## src/rtl/rsp_pkg.sv

```systemverilog
// ----------------------------------------------------------------------------
// Reference-counted slot pool package
// Shared types, codes and default sizes of the slot pool.
// ----------------------------------------------------------------------------
package rsp_pkg;

	localparam int OPC_W = 2;
	localparam int IDX_W = 8;
	localparam int ST_W = 2;
	localparam int CNT_OUT_W = 16;
	localparam int GEN_W = 64;

	localparam int NUM_SLOTS_DEF = 8;
	localparam int COUNT_WIDTH_DEF = 16;

	localparam int GRP_SIZE = 16;

	typedef enum logic [OPC_W-1:0] {
		OP_ACQUIRE = 2'd0,
		OP_ADDREF  = 2'd1,
		OP_RELEASE = 2'd2,
		OP_INSPECT = 2'd3
	} op_t;

	typedef enum logic [ST_W-1:0] {
		ST_OK   = 2'd0,
		ST_FULL = 2'd1,
		ST_BAD  = 2'd2
	} st_t;

	typedef struct packed {
		logic accept;
		logic lookup;
		logic commit;
	} cmd_t;

	typedef struct packed {
		logic out_free;
	} sts_t;

endpackage

```

## src/rtl/rsp_ctrl.sv

```systemverilog
// ----------------------------------------------------------------------------
// Slot pool controller
// Sequences each request through accept, lookup and execute.
// ----------------------------------------------------------------------------
module rsp_ctrl (
	input  logic          clk,
	input  logic          arst_n,
	input  logic          in_valid,
	output logic          in_stall,
	input  rsp_pkg::sts_t sts,
	output rsp_pkg::cmd_t cmd
);
	import rsp_pkg::*;

	typedef enum logic [2:0] {
		S_IDLE   = 3'b001,
		S_LOOKUP = 3'b010,
		S_EXEC   = 3'b100
	} state_t;

	state_t state_q;
	state_t state_d;

	always_comb begin
		cmd.accept = (state_q == S_IDLE) && in_valid;
		cmd.lookup = (state_q == S_LOOKUP);
		cmd.commit = (state_q == S_EXEC) && sts.out_free;
		in_stall   = (state_q != S_IDLE);
	end

	always_comb begin
		state_d = state_q;
		case (state_q)
			S_IDLE: begin
				if (in_valid) begin
					state_d = S_LOOKUP;
				end
			end
			S_LOOKUP: begin
				state_d = S_EXEC;
			end
			S_EXEC: begin
				if (sts.out_free) begin
					state_d = S_IDLE;
				end
			end
			default: begin
				state_d = S_IDLE;
			end
		endcase
	end

	always_ff @(posedge clk or negedge arst_n) begin
		if (!arst_n) begin
			state_q <= S_IDLE;
		end else begin
			state_q <= state_d;
		end
	end

	a_accept_to_lookup: assert property (@(posedge clk) disable iff (!arst_n)
		cmd.accept |=> state_q == S_LOOKUP)
		else $error("accepted request did not enter lookup");

	a_lookup_to_exec: assert property (@(posedge clk) disable iff (!arst_n)
		state_q == S_LOOKUP |=> state_q == S_EXEC)
		else $error("lookup did not advance to execute");

	a_exec_holds: assert property (@(posedge clk) disable iff (!arst_n)
		(state_q == S_EXEC) && !sts.out_free |=> state_q == S_EXEC)
		else $error("execute left while output register was blocked");

endmodule

```

## src/rtl/rsp_datapath.sv

```systemverilog
// ----------------------------------------------------------------------------
// Slot pool datapath
// Slot counters in memory, free-slot search, update logic and output register.
// ----------------------------------------------------------------------------
module rsp_datapath #(
	parameter int NUM_SLOTS = rsp_pkg::NUM_SLOTS_DEF,
	parameter int COUNT_WIDTH = rsp_pkg::COUNT_WIDTH_DEF
) (
	input  logic                          clk,
	input  logic                          arst_n,
	input  rsp_pkg::cmd_t                 cmd,
	output rsp_pkg::sts_t                 sts,
	input  logic [rsp_pkg::OPC_W-1:0]     opcode,
	input  logic [rsp_pkg::IDX_W-1:0]     slot_index,
	output logic                          out_valid,
	input  logic                          out_stall,
	output logic [rsp_pkg::ST_W-1:0]      status,
	output logic [rsp_pkg::IDX_W-1:0]     slot_out,
	output logic [rsp_pkg::CNT_OUT_W-1:0] ref_count,
	output logic [rsp_pkg::GEN_W-1:0]     generation_out
);
	import rsp_pkg::*;

	localparam int SLOT_W = (NUM_SLOTS > 1) ? $clog2(NUM_SLOTS) : 1;
	localparam int NUM_GRP = (NUM_SLOTS + GRP_SIZE - 1) / GRP_SIZE;
	localparam int GRP_W = (NUM_GRP > 1) ? $clog2(NUM_GRP) : 1;
	localparam int GRP_CNT = 1 << GRP_W;
	localparam int PAD_BITS = GRP_CNT * GRP_SIZE;
	localparam int OFF_W = $clog2(GRP_SIZE);
	localparam logic [COUNT_WIDTH-1:0] CNT_MAX = '1;

	logic [COUNT_WIDTH-1:0] cnt_mem [NUM_SLOTS];
	logic [GEN_W-1:0]       gen_mem [NUM_SLOTS];
	logic [NUM_SLOTS-1:0]   valid_q;
	logic [NUM_SLOTS-1:0]   busy_q;

	logic [PAD_BITS-1:0] busy_pad;
	logic [GRP_CNT-1:0]  grp_full;
	logic [GRP_W-1:0]    free_grp;
	logic                any_free;

	op_t              op_q;
	logic [IDX_W-1:0] idx_q;
	logic [GRP_W-1:0] grp_s1;
	logic             any_free_s1;

	logic [GRP_SIZE-1:0] grp_bits;
	logic [OFF_W-1:0]    free_off;
	logic [IDX_W-1:0]    acq_slot;
	logic                in_range;
	logic [IDX_W-1:0]    look_slot;
	logic                look_hit;
	logic [SLOT_W-1:0]   look_addr;

	logic [IDX_W-1:0]       tgt_s2;
	logic                   hit_s2;
	logic                   rd_vld_s2;
	logic [COUNT_WIDTH-1:0] rd_cnt_s2;
	logic [GEN_W-1:0]       rd_gen_s2;

	logic [SLOT_W-1:0]      wr_addr;
	logic [COUNT_WIDTH-1:0] cur_cnt;
	logic [GEN_W-1:0]       cur_gen;
	logic [COUNT_WIDTH-1:0] new_cnt;
	logic [GEN_W-1:0]       new_gen;
	logic                   wr_en;
	st_t                    res_st;
	logic [IDX_W-1:0]       res_slot;
	logic [COUNT_WIDTH-1:0] res_cnt;
	logic [GEN_W-1:0]       res_gen;

	logic                   out_valid_q;
	st_t                    status_q;
	logic [IDX_W-1:0]       slot_q;
	logic [CNT_OUT_W-1:0]   cnt_q;
	logic [GEN_W-1:0]       gen_q;

	// Slots beyond the pool read as busy so the search never grants them.
	always_comb begin
		busy_pad = '1;
		busy_pad[NUM_SLOTS-1:0] = busy_q;
		for (int g = 0; g < GRP_CNT; g++) begin
			grp_full[g] = &busy_pad[g*GRP_SIZE +: GRP_SIZE];
		end
		free_grp = '0;
		for (int g = GRP_CNT - 1; g >= 0; g--) begin
			if (!grp_full[g]) begin
				free_grp = GRP_W'(g);
			end
		end
		any_free = ~&grp_full;
	end

	always_ff @(posedge clk) begin
		if (cmd.accept) begin
			op_q        <= op_t'(opcode);
			idx_q       <= slot_index;
			grp_s1      <= free_grp;
			any_free_s1 <= any_free;
		end
	end

	always_comb begin
		grp_bits = busy_pad[grp_s1*GRP_SIZE +: GRP_SIZE];
		free_off = '0;
		for (int i = GRP_SIZE - 1; i >= 0; i--) begin
			if (!grp_bits[i]) begin
				free_off = OFF_W'(i);
			end
		end
		acq_slot  = IDX_W'({grp_s1, free_off});
		in_range  = {1'b0, idx_q} < (IDX_W + 1)'(NUM_SLOTS);
		look_slot = (op_q == OP_ACQUIRE) ? acq_slot : idx_q;
		look_hit  = (op_q == OP_ACQUIRE) ? any_free_s1 : in_range;
		look_addr = look_slot[SLOT_W-1:0];
	end

	always_ff @(posedge clk) begin
		if (cmd.lookup) begin
			tgt_s2    <= look_slot;
			hit_s2    <= look_hit;
			rd_vld_s2 <= valid_q[look_addr];
		end
	end

	assign wr_addr = tgt_s2[SLOT_W-1:0];

	always_ff @(posedge clk) begin
		if (cmd.commit && wr_en) begin
			cnt_mem[wr_addr] <= new_cnt;
			gen_mem[wr_addr] <= new_gen;
		end
		if (cmd.lookup) begin
			rd_cnt_s2 <= cnt_mem[look_addr];
			rd_gen_s2 <= gen_mem[look_addr];
		end
	end

	always_comb begin
		cur_cnt  = rd_vld_s2 ? rd_cnt_s2 : '0;
		cur_gen  = rd_vld_s2 ? rd_gen_s2 : '0;
		new_cnt  = cur_cnt;
		new_gen  = cur_gen;
		wr_en    = 1'b0;
		res_st   = ST_OK;
		res_slot = tgt_s2;
		res_cnt  = '0;
		res_gen  = '0;
		if (!hit_s2) begin
			if (op_q == OP_ACQUIRE) begin
				res_st   = ST_FULL;
				res_slot = '0;
			end else begin
				res_st = ST_BAD;
			end
		end else begin
			case (op_q)
				OP_ACQUIRE: begin
					new_cnt = COUNT_WIDTH'(1);
					new_gen = cur_gen + GEN_W'(1);
					wr_en   = 1'b1;
				end
				OP_ADDREF: begin
					if ((cur_cnt == '0) || (cur_cnt == CNT_MAX)) begin
						res_st = ST_BAD;
					end else begin
						new_cnt = cur_cnt + COUNT_WIDTH'(1);
						wr_en   = 1'b1;
					end
				end
				OP_RELEASE: begin
					if (cur_cnt == '0) begin
						res_st = ST_BAD;
					end else begin
						new_cnt = cur_cnt - COUNT_WIDTH'(1);
						wr_en   = 1'b1;
					end
				end
				OP_INSPECT: begin
					res_st = ST_OK;
				end
				default: begin
					res_st = ST_BAD;
				end
			endcase
			res_cnt = new_cnt;
			res_gen = new_gen;
		end
	end

	always_ff @(posedge clk or negedge arst_n) begin
		if (!arst_n) begin
			valid_q <= '0;
			busy_q  <= '0;
		end else if (cmd.commit && wr_en) begin
			valid_q[wr_addr] <= 1'b1;
			busy_q[wr_addr]  <= (new_cnt != '0);
		end
	end

	always_ff @(posedge clk or negedge arst_n) begin
		if (!arst_n) begin
			out_valid_q <= 1'b0;
		end else if (cmd.commit) begin
			out_valid_q <= 1'b1;
		end else if (!out_stall) begin
			out_valid_q <= 1'b0;
		end
	end

	always_ff @(posedge clk) begin
		if (cmd.commit) begin
			status_q <= res_st;
			slot_q   <= res_slot;
			cnt_q    <= CNT_OUT_W'(res_cnt);
			gen_q    <= res_gen;
		end
	end

	assign sts.out_free    = !out_valid_q || !out_stall;
	assign out_valid       = out_valid_q;
	assign status          = status_q;
	assign slot_out        = slot_q;
	assign ref_count       = cnt_q;
	assign generation_out  = gen_q;

	a_commit_loads: assert property (@(posedge clk) disable iff (!arst_n)
		cmd.commit |=> out_valid_q)
		else $error("committed result was not presented");

	a_acquire_free: assert property (@(posedge clk) disable iff (!arst_n)
		cmd.commit && hit_s2 && (op_q == OP_ACQUIRE) |-> cur_cnt == '0)
		else $error("acquire granted a slot that was in use");

	a_busy_tracks: assert property (@(posedge clk) disable iff (!arst_n)
		cmd.commit && wr_en |=>
		(busy_q[$past(wr_addr)] == ($past(new_cnt) != '0)) && valid_q[$past(wr_addr)])
		else $error("busy flag does not match the written count");

	a_full_zero: assert property (@(posedge clk) disable iff (!arst_n)
		cmd.commit && !hit_s2 && (op_q == OP_ACQUIRE) |=>
		(status_q == ST_FULL) && (slot_q == '0) && (cnt_q == '0) && (gen_q == '0))
		else $error("pool full result carries nonzero fields");

endmodule

```

## src/rtl/refcounted_slot_pool.sv

```systemverilog
// ----------------------------------------------------------------------------
// Reference-counted slot pool
// Allocates slots and tracks a reference count and generation for each.
// ----------------------------------------------------------------------------
// Each request passes through these steps in turn: the cycle it
// is accepted in, a lookup cycle that picks the slot and reads its counters
// from memory, and an execute cycle that updates the counters and loads the
// output register. A stalled output register holds the execute cycle until it
// can take the result; a new request is accepted while a finished result is
// still waiting. The free-slot search for acquire is split over the accept and
// lookup cycles, first choosing a group of sixteen slots and then a slot in
// that group. Counters start at zero out of reset without any clearing pass,
// since a per-slot valid flag marks slots that were never written.
// ----------------------------------------------------------------------------
module refcounted_slot_pool #(
	parameter int NUM_SLOTS = rsp_pkg::NUM_SLOTS_DEF,
	parameter int COUNT_WIDTH = rsp_pkg::COUNT_WIDTH_DEF
) (
	input  logic                          clk,
	input  logic                          arst_n,
	input  logic                          in_valid,
	output logic                          in_stall,
	input  logic [rsp_pkg::OPC_W-1:0]     opcode,
	input  logic [rsp_pkg::IDX_W-1:0]     slot_index,
	output logic                          out_valid,
	input  logic                          out_stall,
	output logic [rsp_pkg::ST_W-1:0]      status,
	output logic [rsp_pkg::IDX_W-1:0]     slot_out,
	output logic [rsp_pkg::CNT_OUT_W-1:0] ref_count,
	output logic [rsp_pkg::GEN_W-1:0]     generation_out
);
	import rsp_pkg::*;

	cmd_t cmd;
	sts_t sts;

	rsp_ctrl u_ctrl (
		.clk      (clk),
		.arst_n   (arst_n),
		.in_valid (in_valid),
		.in_stall (in_stall),
		.sts      (sts),
		.cmd      (cmd)
	);

	rsp_datapath #(
		.NUM_SLOTS   (NUM_SLOTS),
		.COUNT_WIDTH (COUNT_WIDTH)
	) u_datapath (
		.clk            (clk),
		.arst_n         (arst_n),
		.cmd            (cmd),
		.sts            (sts),
		.opcode         (opcode),
		.slot_index     (slot_index),
		.out_valid      (out_valid),
		.out_stall      (out_stall),
		.status         (status),
		.slot_out       (slot_out),
		.ref_count      (ref_count),
		.generation_out (generation_out)
	);

endmodule

```

## config.mk

```make
export PLATFORM = sky130hd
export DESIGN_NAME = refcounted_slot_pool
export DESIGN_NICKNAME = d
export VERILOG_FILES = /design/src/rtl/rsp_pkg.sv /design/src/rtl/rsp_ctrl.sv /design/src/rtl/rsp_datapath.sv /design/src/rtl/refcounted_slot_pool.sv
export SDC_FILE = /design/constraint.sdc
export NUM_CORES = 1
export LEC_CHECK = 0
export BUFFER_PORTS_ARGS = -buffer_cell sky130_fd_sc_hd__buf_2
export CAP_MARGIN = 5
export CORE_MARGIN = 4
export CORE_UTILIZATION = 35
export DETAILED_ROUTE_END_ITERATION = 7
export SYNTH_ARGS = -nofsm -noshare
export SYNTH_HDL_FRONTEND = slang
export SYNTH_SLANG_ARGS = --single-unit
```

## constraint.sdc

```tcl
create_clock -name clk -period 20.2 [get_ports clk]
set_clock_uncertainty 0.15 [all_clocks]
set_input_delay 3.03 -clock clk [delete_from_list [all_inputs] [get_ports clk]]
set_output_delay 3.03 -clock clk [all_outputs]
set_load 0.02 [all_outputs]
```

==> flow_metrics.py <==
metrics = {
    "run_status": {
        "status": "finished clean",
    },
    "grt": {
        "use_met3_pct": 3.01,
        "first_global_vias": 20400,
        "grt.overflow.total": 0,
        "use_met2_pct": 25.8,
        "grt_max_degree": 164,
        "track_usage_pct": 16.5,
        "antenna_found_initial": 0,
        "grt_pass1_wl_um": 134000,
        "top_usage_layer": "met2",
        "grtUsageMet1_pct": 24.2,
    },
    "setup_path": {
        "max_stage_delay_ps": 940,
        "crit_chain": "buf_2 > a21oi_4 > buf_4 > nand3_1 > nor3_2 > buf_4",
        "cpMostUsedCell": "buf_4",
        "crit_required_ps": 20300,
        "cpMaxStageDelayCell": "buf_4",
        "reg2reg_slack_ps": 14440,
        "cp-start-kind": "primary input",
        "path_class": "primary input to register",
        "worstPathArrival_ps": 6180,
        "path_max_fanout": 56,
        "end_kind": "register",
    },
    "sta": {
        "hold_violations": 0,
        "rsz0062_at_grt": "no",
        "hold_slack_ps": 321,
        "slew_headroom_pct": 18.5,
        "finalSetupTns_ps": 0,
        "setup_viol": 0,
        "fmax_mhz": 165,
        "finalCriticalPeriod_ps": 6070,
        "finalMaxSlewViolations": 0,
        "worst_pin_slew_ps": 1220,
        "finalCritPeriodShare_pct": 30.1,
    },
    "final_layout": {
        "nNetsFinal": 2275,
        "fin_area_um2": 40800,
        "final_cells": 3679,
        "seqCellArea_um2": 25500,
        "drive_above_1_share_pct": 24.3,
        "multi_input_area_um2": 9910,
        "fill_cells": 9065,
        "area_growth_pct": 14.2,
        "diodes": 0,
    },
    "die": {
        "coreArea_um2": 101000,
        "rows": 116,
        "pin_count": 106,
        "die_w_um": 328,
        "die_h_um": 328,
        "die_area_um2": 107000,
        "start_util_pct": 35.5,
    },
    "yosys": {
        "synth.distinct_cells": 74,
        "synthFlopType": "edfxtp_1",
        "netlist_area_um2": 35800,
        "synthArstFlopShare_pct": 2.35,
        "avgSynthCellArea_um2": 16.8,
        "synth_seq_area_share_pct": 71.2,
        "yosysTopAreaCell": "edfxtp_1",
        "synth_fp_nets": 2147,
        "netlist_instances": 2126,
        "synthTopCellsByArea": "edfxtp_1 70%, mux4_2 10%, mux2_2 2.6%, xor2_1 2.1%, nand2_1 1.7%",
        "synth_top_area_share_pct": 69.8,
        "synth_edf_count": 831,
        "ys_seq_elements": 851,
        "yosysWarningCount": 0,
    },
    "placed_design": {
        "dpl_cell_area_um2": 38000,
        "io_buffers": 105,
        "gp_congestion": 0.903,
        "dp.cells": 3523,
        "place_hpwl_um": 53800,
    },
    "detailed_routing": {
        "first_iter_violations": 1936,
        "dr.pass1.iters": 5,
        "wl_per_cell_um": 24.3,
        "vias_per_cell": 5.43,
        "num_vias": 20000,
        "routed_wl_um": 89600,
        "antenna_left": 0,
        "drc": 0,
    },
    "clocking": {
        "cts.sinks": 851,
        "cts_buffer_depth": 3,
        "clk_latency_ps": 660,
        "ctsHoldBuffers": 0,
        "ctsResizeCount": 0,
        "cts_htree_levels": 3,
        "cts_tree": "built",
        "cts_setup_buffers": 0,
        "cts_made_buffers": 85,
        "root_buffer": "clkbuf_16",
        "cts.clk_slew.worst_paths_ps": 60,
    },
    "power_and_ir_drop": {
        "total_power_mw": 4.46,
        "ir_worst_vdd_uv": 73.1,
        "p_per_area_nw_per_um2": 109,
        "cellLeakagePower_nw": 13.0,
    },
    "job": {
        "maxCapViolCount": 0,
    },
    "min_path": {
        "hp-class": "register to register",
    },
}
Yosys cell counts, types with 6 or more instances:
master / n
edfxtp_1: 831
nand2_1: 166
mux4_2: 162
nor2_1: 142
xor2_1: 84
mux2_2: 83
clkbuf_1: 77
nand3_1: 68
nor3_1: 46
a21oi_1: 43
o21ai_0: 42
nand4_1: 31
xnor2_1: 31
and2_1: 26
nor4_1: 23
buf_1: 22
nor2b_1: 21
dfrtp_1: 19
or3_1: 17
and3_1: 16
inv_1: 16
a21o_1: 10
a31oi_1: 9
nand2b_1: 9
or2_2: 9
ha_1: 7
or4_1: 7
a21boi_0: 6
mux2i_1: 6
sequential cells by signal, indices dropped and copies added, names as in the netlist, 2 cells and up:
signal,count
u_datapath.valid_q,8
u_datapath.status,2
u_datapath.ref_count,16
u_datapath.rd_cnt_s2,16
u_datapath.op_q,2
u_datapath.idx_q,8
u_datapath.busy_q,8
u_datapath.cnt_mem,128
u_datapath.slot_out,8
u_datapath.gen_mem,512
u_datapath.tgt_s2,8
u_ctrl.state_q,3
u_datapath.generation_out,64
u_datapath.rd_gen_s2,64
placed cells by master, fill, tap and decap left out, drive strengths merged, types with 6 or more instances in the layout:
master,synthesis,final
edfxtp,831,831
nand2,167,167
mux4,162,162
buf,31,149
nor2,142,142
clkbuf,77,104
xor2,84,84
mux2,83,83
nand3,68,68
nor3,46,46
a21oi,43,43
o21ai,42,42
clkinv,1,39
nand4,31,31
xnor2,31,31
and2,28,28
nor4,26,26
nor2b,21,21
inv,17,20
dfrtp,19,19
or3,17,17
and3,16,16
a21o,10,10
or2,10,10
nand2b,9,9
a31oi,9,9
or4,9,9
bufinv,0,8
ha,7,7
nor4b,7,7
mux2i,6,6
a21boi,6,6
critical path: cells and delay by family:
family	cells	cell delay, ps
AO/OA/AOI/OAI	1	130
AND/OR/NAND/NOR	2	1280
buffers and inverters	3	1630
where the power goes:
group / leakage (nW) / switching [mW] / total [mW] / internal (mW)
sequential: 7.86 / 0.0579 / 2.13 / 2.08
combinational: 3.79 / 0.438 / 0.732 / 0.294
clock: 1.38 / 0.688 / 1.59 / 0.904
total: 13.0 / 1.18 / 4.46 / 3.27
layout make-up:
type	count	area share, %
multi-input cells	1149	24.3
repair buffers	149	2.15
flip-flops and latches	851	62.3
clock inverters	51	1.43
well taps	1357	4.16
clock buffers	104	5.48
inverters	18	0.172
through the flow:
step,setup slack (ps),utilization (%)
6_report,14130,40.5
3_3_place_gp,13500,37.7
4_1_cts,14100,40.5
3_5_place_dp,13430,37.7
5_1_grt,13920,40.5
2_1_floorplan,1990,-
cells by family after synthesis:
| kind of cell | count (synthesis) | synth area share [%] |
|---|---|---|
| buffers and inverters | 126 | 1.39 |
| xor gates and xnor gates | 115 | 2.82 |
| and+or+nand+nor | 615 | 8.53 |
| adders and majority gates | 7 | 0.245 |
| AOI/OAI and AO/OA | 161 | 2.87 |
| muxes | 251 | 13.0 |
| DFF | 851 | 71.2 |
worst paths after layout:
| check | start | end | depth (start not counted) |
|---|---|---|---|
| setup reg to reg | u_datapath.op_q[1] | u_datapath.gen_mem[6][63] | 12 |
| setup / recovery | out_stall | u_datapath.gen_mem[7][17] | 6 |
| max in group asynchronous | arst_n | u_ctrl.state_q[0] | 1 |
| hold / removal | u_datapath.valid_q[7] | u_datapath.valid_q[7] | 1 |
| hold reg to reg | u_datapath.valid_q[7] | u_datapath.valid_q[7] | 1 |
| min in group asynchronous | arst_n | u_datapath.busy_q[2] | 1 |
metal layers:
metal,part of all wire [%],vias to the layer above,wire length (um)
li1,-,8621,-
met1,45,10400,40300
met2,46,771,41000
met3,7.2,127,6480
met4,2.0,0,1780
met5,0,-,0
(Power assumes the default switching activity.)
